==> src/sv/fppi_pkg.sv <==
// ----------------------------------------------------------------------------
// fppi_pkg
// Shared types, request codes, register map and limits of the fixed-point
// PI controller.
// ----------------------------------------------------------------------------
`timescale 1ns / 1ps

package fppi_pkg;

   localparam int FRAC_BITS  = 15;
   localparam int ADDR_WIDTH = 5;
   localparam int CSR_IDX_W  = ADDR_WIDTH - 2;

   // request codes
   localparam logic [1:0] REQ_PROCESS = 2'd0;
   localparam logic [1:0] REQ_PRELOAD = 2'd1;
   localparam logic [1:0] REQ_CLEAR   = 2'd2;

   // register indexes
   localparam logic [CSR_IDX_W-1:0] CSR_OUT_MIN    = 3'd0;
   localparam logic [CSR_IDX_W-1:0] CSR_OUT_MAX    = 3'd1;
   localparam logic [CSR_IDX_W-1:0] CSR_PROP_GAIN  = 3'd2;
   localparam logic [CSR_IDX_W-1:0] CSR_PROP_SHIFT = 3'd3;
   localparam logic [CSR_IDX_W-1:0] CSR_INT_GAIN   = 3'd4;
   localparam logic [CSR_IDX_W-1:0] CSR_INT_SHIFT  = 3'd5;

   localparam logic signed [17:0] ERR_MAX = 18'sd32767;
   localparam logic signed [17:0] ERR_MIN = -18'sd32768;

   localparam logic signed [47:0] ACC_MAX_W = 48'sh0000_7fff_ffff;
   localparam logic signed [47:0] ACC_MIN_W = -48'sh0000_8000_0000;

   typedef struct packed {
      logic signed [15:0] out_min;
      logic signed [15:0] out_max;
      logic [14:0]        prop_gain;
      logic [3:0]         prop_shift;
      logic [14:0]        int_gain;
      logic [3:0]         int_shift;
   } cfg_type;

   localparam cfg_type CFG_RESET = '{
      out_min:    16'sh8000,
      out_max:    16'sh7fff,
      prop_gain:  15'd0,
      prop_shift: 4'd15,
      int_gain:   15'd0,
      int_shift:  4'd0
   };

   // error stage contents
   typedef struct packed {
      logic [1:0]         req_type;
      logic signed [15:0] err;
      logic signed [15:0] preload;
   } err_stage_type;

   // gain stage contents
   typedef struct packed {
      logic [1:0]         req_type;
      logic signed [30:0] prop_term;
      logic signed [30:0] int_step;
      logic signed [15:0] preload;
   } gain_stage_type;

endpackage

==> src/sv/fppi_req_if.sv <==
// ----------------------------------------------------------------------------
// fppi_req_if
// Request channel: valid/ready handshake with the request payload.
// ----------------------------------------------------------------------------
`timescale 1ns / 1ps

interface fppi_req_if;
   logic               valid;
   logic               ready;
   logic [1:0]         req_type;
   logic signed [16:0] setpoint;
   logic signed [16:0] feedback;
   logic signed [15:0] preload_value;

   modport source (
      output valid, req_type, setpoint, feedback, preload_value,
      input  ready
   );

   modport sink (
      input  valid, req_type, setpoint, feedback, preload_value,
      output ready
   );
endinterface

==> src/sv/fppi_rsp_if.sv <==
// ----------------------------------------------------------------------------
// fppi_rsp_if
// Response channel: valid/ready handshake with the controller output.
// ----------------------------------------------------------------------------
`timescale 1ns / 1ps

interface fppi_rsp_if;
   logic               valid;
   logic               ready;
   logic signed [15:0] control;

   modport source (
      output valid, control,
      input  ready
   );

   modport sink (
      input  valid, control,
      output ready
   );
endinterface

==> src/sv/fppi_csr.sv <==
// ----------------------------------------------------------------------------
// fppi_csr
// APB-style register file holding the output limits, gains and shifts.
// ----------------------------------------------------------------------------
`timescale 1ns / 1ps

module fppi_csr import fppi_pkg::*; (
   input  logic                  clock,
   input  logic                  reset,
   input  logic                  psel,
   input  logic                  penable,
   input  logic                  pwrite,
   input  logic [ADDR_WIDTH-1:0] paddr,
   input  logic [31:0]           pwdata,
   output logic [31:0]           prdata,
   output logic                  pready,
   output cfg_type               cfg
);

   cfg_type                cfg_ff;
   cfg_type                cfg_in;
   logic                   wr_en;
   logic [CSR_IDX_W-1:0]   idx;

   assign pready = 1'b1;
   assign wr_en  = psel && penable && pwrite;
   assign idx    = paddr[ADDR_WIDTH-1:2];
   assign cfg    = cfg_ff;

   always_comb begin
      cfg_in = cfg_ff;
      if (wr_en) begin
         case (idx)
            CSR_OUT_MIN:    cfg_in.out_min    = pwdata[15:0];
            CSR_OUT_MAX:    cfg_in.out_max    = pwdata[15:0];
            CSR_PROP_GAIN:  cfg_in.prop_gain  = pwdata[14:0];
            CSR_PROP_SHIFT: cfg_in.prop_shift = pwdata[3:0];
            CSR_INT_GAIN:   cfg_in.int_gain   = pwdata[14:0];
            CSR_INT_SHIFT:  cfg_in.int_shift  = pwdata[3:0];
            default:        cfg_in = cfg_ff;
         endcase
      end
   end

   always_comb begin
      case (idx)
         CSR_OUT_MIN:    prdata = 32'(cfg_ff.out_min);
         CSR_OUT_MAX:    prdata = 32'(cfg_ff.out_max);
         CSR_PROP_GAIN:  prdata = 32'(cfg_ff.prop_gain);
         CSR_PROP_SHIFT: prdata = 32'(cfg_ff.prop_shift);
         CSR_INT_GAIN:   prdata = 32'(cfg_ff.int_gain);
         CSR_INT_SHIFT:  prdata = 32'(cfg_ff.int_shift);
         default:        prdata = '0;
      endcase
   end

   always_ff @(posedge clock) begin
      if (reset) begin
         cfg_ff <= CFG_RESET;
      end else begin
         cfg_ff <= cfg_in;
      end
   end

endmodule

==> src/sv/fppi_gain.sv <==
// ----------------------------------------------------------------------------
// fppi_gain
// Front pipeline: saturated error register, then the proportional and
// integral-increment products, each shifted right arithmetically.
// ----------------------------------------------------------------------------
`timescale 1ns / 1ps

module fppi_gain import fppi_pkg::*; (
   input  logic           clock,
   input  logic           reset,
   input  cfg_type        cfg,
   fppi_req_if.sink       req,
   output logic           out_valid,
   input  logic           out_ready,
   output gain_stage_type out_data
);

   logic               s1_valid_ff;
   logic               s1_valid_in;
   err_stage_type      s1_ff;
   err_stage_type      s1_in;
   logic               s2_valid_ff;
   logic               s2_valid_in;
   gain_stage_type     s2_ff;
   gain_stage_type     s2_in;
   logic               s1_ready;
   logic               s2_ready;
   logic signed [17:0] diff;
   logic signed [31:0] prop_prod;
   logic signed [31:0] int_prod;
   logic signed [31:0] prop_shr;
   logic signed [31:0] int_shr;

   assign s2_ready  = !s2_valid_ff || out_ready;
   assign s1_ready  = !s1_valid_ff || s2_ready;
   assign req.ready = s1_ready;
   assign out_valid = s2_valid_ff;
   assign out_data  = s2_ff;

   // error, saturated to 16 bits
   always_comb begin
      diff = 18'(req.setpoint) - 18'(req.feedback);
      s1_in.req_type = req.req_type;
      s1_in.preload  = req.preload_value;
      if (diff > ERR_MAX) begin
         s1_in.err = ERR_MAX[15:0];
      end else if (diff < ERR_MIN) begin
         s1_in.err = ERR_MIN[15:0];
      end else begin
         s1_in.err = diff[15:0];
      end
      s1_valid_in = s1_ready ? req.valid : s1_valid_ff;
   end

   // |product| < 2^30, so 31 bits hold the shifted terms
   always_comb begin
      prop_prod = $signed({1'b0, cfg.prop_gain}) * s1_ff.err;
      int_prod  = $signed({1'b0, cfg.int_gain}) * s1_ff.err;
      prop_shr  = prop_prod >>> cfg.prop_shift;
      int_shr   = int_prod >>> cfg.int_shift;
      s2_in.req_type  = s1_ff.req_type;
      s2_in.preload   = s1_ff.preload;
      s2_in.prop_term = prop_shr[30:0];
      s2_in.int_step  = int_shr[30:0];
      s2_valid_in = s2_ready ? s1_valid_ff : s2_valid_ff;
   end

   always_ff @(posedge clock) begin
      if (reset) begin
         s1_valid_ff <= 1'b0;
         s2_valid_ff <= 1'b0;
      end else begin
         s1_valid_ff <= s1_valid_in;
         s2_valid_ff <= s2_valid_in;
      end
   end

   always_ff @(posedge clock) begin
      if (req.valid && s1_ready) begin
         s1_ff <= s1_in;
      end
      if (s1_valid_ff && s2_ready) begin
         s2_ff <= s2_in;
      end
   end

endmodule

==> src/sv/fppi_integ.sv <==
// ----------------------------------------------------------------------------
// fppi_integ
// Integral accumulator with the dynamic anti-windup clamp, output sum and
// clamp, preload and clear handling, and the result register.
// ----------------------------------------------------------------------------
`timescale 1ns / 1ps

module fppi_integ import fppi_pkg::*; (
   input  logic           clock,
   input  logic           reset,
   input  cfg_type        cfg,
   input  logic           in_valid,
   output logic           in_ready,
   input  gain_stage_type in_data,
   fppi_rsp_if.source     rsp
);

   logic signed [31:0] acc_ff;
   logic signed [31:0] acc_in;
   logic               out_valid_ff;
   logic               out_valid_in;
   logic signed [15:0] control_ff;
   logic signed [15:0] control_in;
   logic               fire;
   logic signed [32:0] lim_lo;
   logic signed [32:0] lim_hi;
   logic signed [47:0] lo_q;
   logic signed [47:0] hi_q;
   logic signed [32:0] acc_sum;
   logic signed [47:0] acc_lo;
   logic signed [47:0] acc_hi;
   logic signed [47:0] acc_sat;
   logic signed [31:0] acc_proc;
   logic signed [31:0] out_sum;
   logic signed [31:0] out_lo;
   logic signed [31:0] out_hi;
   logic signed [15:0] pre_lo;
   logic signed [15:0] pre_val;

   assign in_ready  = !out_valid_ff || rsp.ready;
   assign fire      = in_valid && in_ready;
   assign rsp.valid = out_valid_ff;
   assign rsp.control = control_ff;

   always_comb begin
      // window for the integral: [min(out_min - P, 0), max(out_max - P, 0)]
      lim_lo = 33'(cfg.out_min) - 33'(in_data.prop_term);
      lim_hi = 33'(cfg.out_max) - 33'(in_data.prop_term);
      if (lim_lo > 33'sd0) begin
         lim_lo = '0;
      end
      if (lim_hi < 33'sd0) begin
         lim_hi = '0;
      end
      lo_q = 48'(lim_lo) <<< FRAC_BITS;
      hi_q = 48'(lim_hi) <<< FRAC_BITS;

      acc_sum = 33'(acc_ff) + 33'(in_data.int_step);
      acc_lo  = (48'(acc_sum) < lo_q) ? lo_q : 48'(acc_sum);
      acc_hi  = (acc_lo > hi_q) ? hi_q : acc_lo;
      if (acc_hi > ACC_MAX_W) begin
         acc_sat = ACC_MAX_W;
      end else if (acc_hi < ACC_MIN_W) begin
         acc_sat = ACC_MIN_W;
      end else begin
         acc_sat = acc_hi;
      end
      acc_proc = acc_sat[31:0];

      // lower limit first, upper second
      out_sum = 32'(in_data.prop_term) + (acc_proc >>> FRAC_BITS);
      out_lo  = (out_sum < 32'(cfg.out_min)) ? 32'(cfg.out_min) : out_sum;
      out_hi  = (out_lo > 32'(cfg.out_max)) ? 32'(cfg.out_max) : out_lo;

      pre_lo  = (in_data.preload < cfg.out_min) ? cfg.out_min : in_data.preload;
      pre_val = (pre_lo > cfg.out_max) ? cfg.out_max : pre_lo;

      case (in_data.req_type)
         REQ_PROCESS: begin
            acc_in     = acc_proc;
            control_in = out_hi[15:0];
         end
         REQ_PRELOAD: begin
            acc_in     = 32'(pre_val) <<< FRAC_BITS;
            control_in = pre_val;
         end
         REQ_CLEAR: begin
            acc_in     = '0;
            control_in = '0;
         end
         default: begin
            acc_in     = acc_ff;
            control_in = '0;
         end
      endcase

      out_valid_in = in_ready ? in_valid : out_valid_ff;
   end

   always_ff @(posedge clock) begin
      if (reset) begin
         acc_ff       <= '0;
         out_valid_ff <= 1'b0;
      end else begin
         out_valid_ff <= out_valid_in;
         if (fire) begin
            acc_ff <= acc_in;
         end
      end
   end

   always_ff @(posedge clock) begin
      if (fire) begin
         control_ff <= control_in;
      end
   end

endmodule

==> src/sv/fixed_point_pi_controller.sv <==
// ----------------------------------------------------------------------------
// fixed_point_pi_controller
// Fixed-point parallel PI controller with dynamic anti-windup clamp.
//
// Requests arrive on the req channel (valid/ready): process a sample
// (setpoint, feedback), preload the output (bumpless transfer) or clear
// the integral. Every request returns exactly one control value on the rsp
// channel, in request order. Limits, gains and shifts are written through
// the APB-style port; pready is always high.
// Pipeline: error register, product register, result register.
// Throughput: one request per cycle while the receiver takes results; the
// accumulator update and the output clamp share the last stage, so
// back-to-back samples see each other's integral with no wait between them.
// Reset clears the pipeline, the integral and loads the default registers.
// When the receiver stalls, the result holds; stages behind it keep filling
// bubbles, and req.ready falls only once all three stages are full.
// ----------------------------------------------------------------------------
`timescale 1ns / 1ps

module fixed_point_pi_controller import fppi_pkg::*; (
   input  logic                  clock,
   input  logic                  reset,
   fppi_req_if.sink              req,
   fppi_rsp_if.source            rsp,
   input  logic                  psel,
   input  logic                  penable,
   input  logic                  pwrite,
   input  logic [ADDR_WIDTH-1:0] paddr,
   input  logic [31:0]           pwdata,
   output logic [31:0]           prdata,
   output logic                  pready
);

   cfg_type        cfg;
   logic           gain_valid;
   logic           gain_ready;
   gain_stage_type gain_data;

   fppi_csr u_csr (
      .clock   (clock),
      .reset   (reset),
      .psel    (psel),
      .penable (penable),
      .pwrite  (pwrite),
      .paddr   (paddr),
      .pwdata  (pwdata),
      .prdata  (prdata),
      .pready  (pready),
      .cfg     (cfg)
   );

   fppi_gain u_gain (
      .clock     (clock),
      .reset     (reset),
      .cfg       (cfg),
      .req       (req),
      .out_valid (gain_valid),
      .out_ready (gain_ready),
      .out_data  (gain_data)
   );

   fppi_integ u_integ (
      .clock    (clock),
      .reset    (reset),
      .cfg      (cfg),
      .in_valid (gain_valid),
      .in_ready (gain_ready),
      .in_data  (gain_data),
      .rsp      (rsp)
   );

endmodule

==> src/flat_wrapper.sv <==
// flat-port wrapper written by rule: the top's interface ports become plain ports
module fixed_point_pi_controller_flat import fppi_pkg::*;
  (clock, reset, psel, penable, pwrite, paddr, pwdata, prdata, pready, req_valid, req_req_type, req_setpoint, req_feedback, req_preload_value, req_ready, rsp_valid, rsp_control, rsp_ready);
  fppi_req_if req_i ();
  fppi_rsp_if rsp_i ();
  input  logic clock;
  input  logic reset;
  input  logic psel;
  input  logic penable;
  input  logic pwrite;
  input  logic [ADDR_WIDTH-1:0] paddr;
  input  logic [31:0] pwdata;
  output logic [31:0] prdata;
  output logic pready;
  input wire logic [$bits(req_i.valid)-1:0] req_valid;
  input wire logic [$bits(req_i.req_type)-1:0] req_req_type;
  input wire logic [$bits(req_i.setpoint)-1:0] req_setpoint;
  input wire logic [$bits(req_i.feedback)-1:0] req_feedback;
  input wire logic [$bits(req_i.preload_value)-1:0] req_preload_value;
  output wire logic [$bits(req_i.ready)-1:0] req_ready;
  output wire logic [$bits(rsp_i.valid)-1:0] rsp_valid;
  output wire logic [$bits(rsp_i.control)-1:0] rsp_control;
  input wire logic [$bits(rsp_i.ready)-1:0] rsp_ready;
  assign req_i.valid = req_valid;
  assign req_i.req_type = req_req_type;
  assign req_i.setpoint = req_setpoint;
  assign req_i.feedback = req_feedback;
  assign req_i.preload_value = req_preload_value;
  assign req_ready = req_i.ready;
  assign rsp_valid = rsp_i.valid;
  assign rsp_control = rsp_i.control;
  assign rsp_i.ready = rsp_ready;
  fixed_point_pi_controller u_core (.clock(clock), .reset(reset), .req(req_i), .rsp(rsp_i), .psel(psel), .penable(penable), .pwrite(pwrite), .paddr(paddr), .pwdata(pwdata), .prdata(prdata), .pready(pready));
endmodule
==> config.mk <==
export PLATFORM = sky130hd
export DESIGN_NAME = fixed_point_pi_controller_flat
export DESIGN_NICKNAME = d
export VERILOG_FILES = /design/src/sv/fppi_pkg.sv /design/src/sv/fppi_req_if.sv /design/src/sv/fppi_rsp_if.sv /design/src/sv/fppi_csr.sv /design/src/sv/fppi_gain.sv /design/src/sv/fppi_integ.sv /design/src/sv/fixed_point_pi_controller.sv /design/src/flat_wrapper.sv
export SDC_FILE = /design/constraint.sdc
export NUM_CORES = 2
export LEC_CHECK = 0
export BUFFER_PORTS_ARGS = -buffer_cell sky130_fd_sc_hd__buf_4
export CAP_MARGIN = 25
export CORE_MARGIN = 4
export CORE_UTILIZATION = 55
export DETAILED_ROUTE_END_ITERATION = 12
export GPL_TIMING_DRIVEN = 0
export PLACE_DENSITY = 0.75
export SKIP_CTS_REPAIR_TIMING = 1
export SLEW_MARGIN = 15
export SYNTH_ARGS = -nofsm -noshare
export SYNTH_HDL_FRONTEND = slang
export SYNTH_HIERARCHICAL = 1
export SYNTH_SLANG_ARGS = --single-unit
==> constraint.sdc <==
create_clock -name clock -period 16.66 [get_ports clock]
set_input_delay 2.499 -clock clock [delete_from_list [all_inputs] [get_ports clock]]
set_output_delay 2.499 -clock clock [all_outputs]
set_load 0.02 [all_outputs]
==> summary.txt <==
Final layout
  • # nets final: 6415
  • Area growth syn-to-layout: 11.3%
  • Multi-input gate area: 34700 sq um
  • Share of cells above drive strength 1: 11.5%
  • Filler cells: 6894
  • FF+latch area: 6010 sq um

Power
  • PD cells: 81.6 nW/um^2
  • VDD IR max: 0.101 mV
  • Final Power: 0.00394 W
  • LEAKAGE: 22.6 nW

Drt
  • Drt wl/cell: 21.9 microns
  • Via count: 39.9k
  • Detailed Routing Iterations Pass 1: 6
  • Detailed Route Iter0 Violations: 3987
  • Drc violations: 0
  • Post-route ant nets: 0
  • Via density: 6.16
  • Routed WL: 142000 microns

Logic synthesis
  • EDFF count, synth: 130
  • Area share of the largest cell type after synthesis: 16.8%
  • Post-synth top area cell: fa_1
  • Primary FF master, synth: edfxtp_1
  • Synth cell types: 120
  • Mapped Area: 43400 sq um
  • Seq/Total Area, Yosys: 13.8%
  • Area contributors post-synth: fa_1, ha_1, edfxtp_1
  • Yosys warns: 6
  • Syn Inst Count: 5168
  • Syn_area_per_cell: 8.40 sq um
  • Syn nets: 6172
  • Seq cells post-synth: 235
  • Post-synth ARST share: 0%

Clock tree
  • CTS Sinks: 235
  • Clock Tree Buf Depth: 3
  • Reg clk slew, reported paths: 0.06 ns
  • Root buf cell: clkbuf_16
  • CTS buffer count: 27
  • H-Tree Level Count: 1
  • Clock latency on the worst-skew pair: 0.61 ns
  • CTS tree: built

STA
  • RSZ-0062 raised after global routing: yes
  • Fin. max-slew vios: 0
  • Fmax: 53.8 MHz
  • Clk_skew: 0.0657 ns
  • Final setup violation count: 16
  • Final hold violation count: 0
  • Crit path time final: 18.59 ns
  • Worst-Margin Slew: 0.988 ns
  • Fin crit share: 112%
  • Max-Slew Margin vs Limit: 34.2%
  • Crit path setup slack, layout: -1.93 ns
  • Setup TNS Final: -30.15 ns

Worst setup path
  • Crit-path max cell delay: 0.59 ns
  • R2R depth: 89
  • Reg2reg setup slack: -1.93 ns
  • Required @ worst endpoint: 16.96 ns
  • Startpoint types: flip-flop
  • Crit path DAT: 18.89 ns
  • Crit-path leading delay family: compound AO/OA/AOI/OAI gates
  • CP Max Fanout: 10
  • Critical R2R Capture: u_core/u_integ/rsp.control[9]
  • Slowest CP cell: o41a_1
  • Critical path class: reg2reg
  • Critical Path End Type: flip-flop
  • Critical R2R Launch: u_core/u_gain/out_data[47]
  • Buf+Inv Stages, Crit Path: 11

Floorplanning
  • Ports: 147
  • Die width: 289 microns
  • Initial Util: 55.8%
  • Core Region: 77800 sq um
  • Rows: 102
  • Die Ht: 289 microns
  • Die area: 83500 sq um

Place
  • Final HPWL DP: 114000 microns
  • RD Place Congestion: 1.03
  • Port Buffers: 125

Worst hold path
  • Hold Crit Class: reg2reg
  • Hold Crit Start: u_core/u_gain/s1_ff[13]
  • Worst Hold End: u_core/u_gain/out_data[13]
  • Worst hold stages: 0

GRT
  • Largest net degree at the start of global routing: 32
  • Grt ovf: 0
  • Vias in the first global route: 38.2k
  • Initial antenna violation count: 3
  • Gr usage total: 32.8%
  • First-pass GRT wire length: 216000 microns

Status
  • Failing checks: negative setup slack
  • Status: finished with violations

Run
  • Max Cap Viol: 0
-- through the flow --
stage | worst slack, ns | cell area, sq um | hold slack, ns | utilization, % | cells
after floorplan | 0.0583 | 43500 | 0.400 | - | 5168
after global placement | -5.42 | 45700 | 0.401 | 58.7 | 6333
after detailed placement | -5.21 | 45800 | 0.405 | 58.9 | 6339
after CTS | -5.29 | 46700 | 0.419 | 60.0 | 6388
after global routing | -2.41 | 48300 | 0.428 | 62.1 | 6471
final | -1.93 | 48400 | 0.418 | 62.1 | 6476
-- power by group --
group	internal (W)	total, W	switching [W]	leakage, nW
sequential	0.000656	0.000685	0.0000288	2.09
combinational	0.00115	0.00267	0.00152	20.1
clock	0.000337	0.000590	0.000252	0.422
total	0.00214	0.00394	0.00180	22.6
-- worst max-delay path by stage --
stage,from,to,cells after the start
after floorplan,u_core/u_gain/out_data[48],u_core/u_integ/rsp.control[10],89
after global placement,u_core/u_gain/out_data[48],u_core/u_integ/rsp.control[14],81
after detailed placement,u_core/u_gain/out_data[48],u_core/u_integ/rsp.control[9],82
after CTS,u_core/u_gain/out_data[48],u_core/u_integ/rsp.control[14],82
after global routing,u_core/u_gain/out_data[48],u_core/u_integ/rsp.control[9],87
final,u_core/u_gain/out_data[47],u_core/u_integ/rsp.control[9],89
-- metal layers --
layer	vias to the layer above	wire length (microns)	track usage [%]
met1	19000	57300	44.1
met4	0	7830	14.7
met2	2142	62500	52.0
li1	18300	-	-
met3	447	14000	5.91
met5	-	0	0
-- synthesized netlist by cell type (106+ instances only) --
library cell	count
a21o_1	149
nor2_1	242
ha_1	543
edfxtp_1	130
fa_1	365
mux2i_1	178
a21oi_1	278
o21ai_0	212
xnor2_1	106
inv_1	661
and2_1	239
clkbuf_1	173
nand2_1	521
-- sequential cells by signal (all words and copies together), names as in the netlist --
| name | cells |
|---|---|
| u_core/u_integ/rsp.control | 16 |
| u_core/u_gain/s1_ff | 34 |
| u_core/u_integ/acc_ff | 32 |
| u_core/u_gain/out_data | 80 |
| u_core/u_gain/s1_valid_ff | 1 |
| u_core/u_integ/rsp.valid | 1 |
| u_core/u_gain/out_valid | 1 |
| u_core/u_csr/cfg | 70 |
-- final cells by class --
class,instances,area share [%]
antenna,5,0.0259
inverter,664,5.15
clock buffer,35,1.48
clock inverter,14,0.318
timing repair buffer,214,3.57
buffer,253,2.57
multi-input combinational,4016,71.7
tap,1040,2.69
sequential,235,12.4
-- cell families after synthesis --
family / after synthesis / synth area share, %
AOI/OAI and AO/OA: 1175 / 18.5
xor gates and xnor gates: 170 / 3.45
adders and majority gates: 908 / 32.5
buffers and inverters: 917 / 8.35
DFF: 235 / 13.8
muxes: 240 / 5.92
other: 1 / 0.00863
and+or+nand+nor: 1522 / 17.5
-- layout by cell type, fill, tap and decap left out, types with 27 or more instances in the layout --
cell,n
inv_1,657
ha_1,529
nand2_1,515
fa_1,363
a21oi_1,265
nor2_1,239
and2_1,238
buf_4,221
o21ai_0,181
clkbuf_1,165
mux2i_1,163
a21o_1,149
edfxtp_1,130
xnor2_1,101
dfxtp_1,100
nand2b_1,97
nor2b_1,74
nand3_1,68
nor3_1,68
xor2_1,63
o21a_1,56
o211ai_1,51
nand4_1,51
mux2_2,50
a211oi_1,45
buf_2,38
o21ai_1,34
a31oi_1,32
and3_1,30
clkbuf_16,29
o21bai_1,27
(Power assumes the default switching activity.)
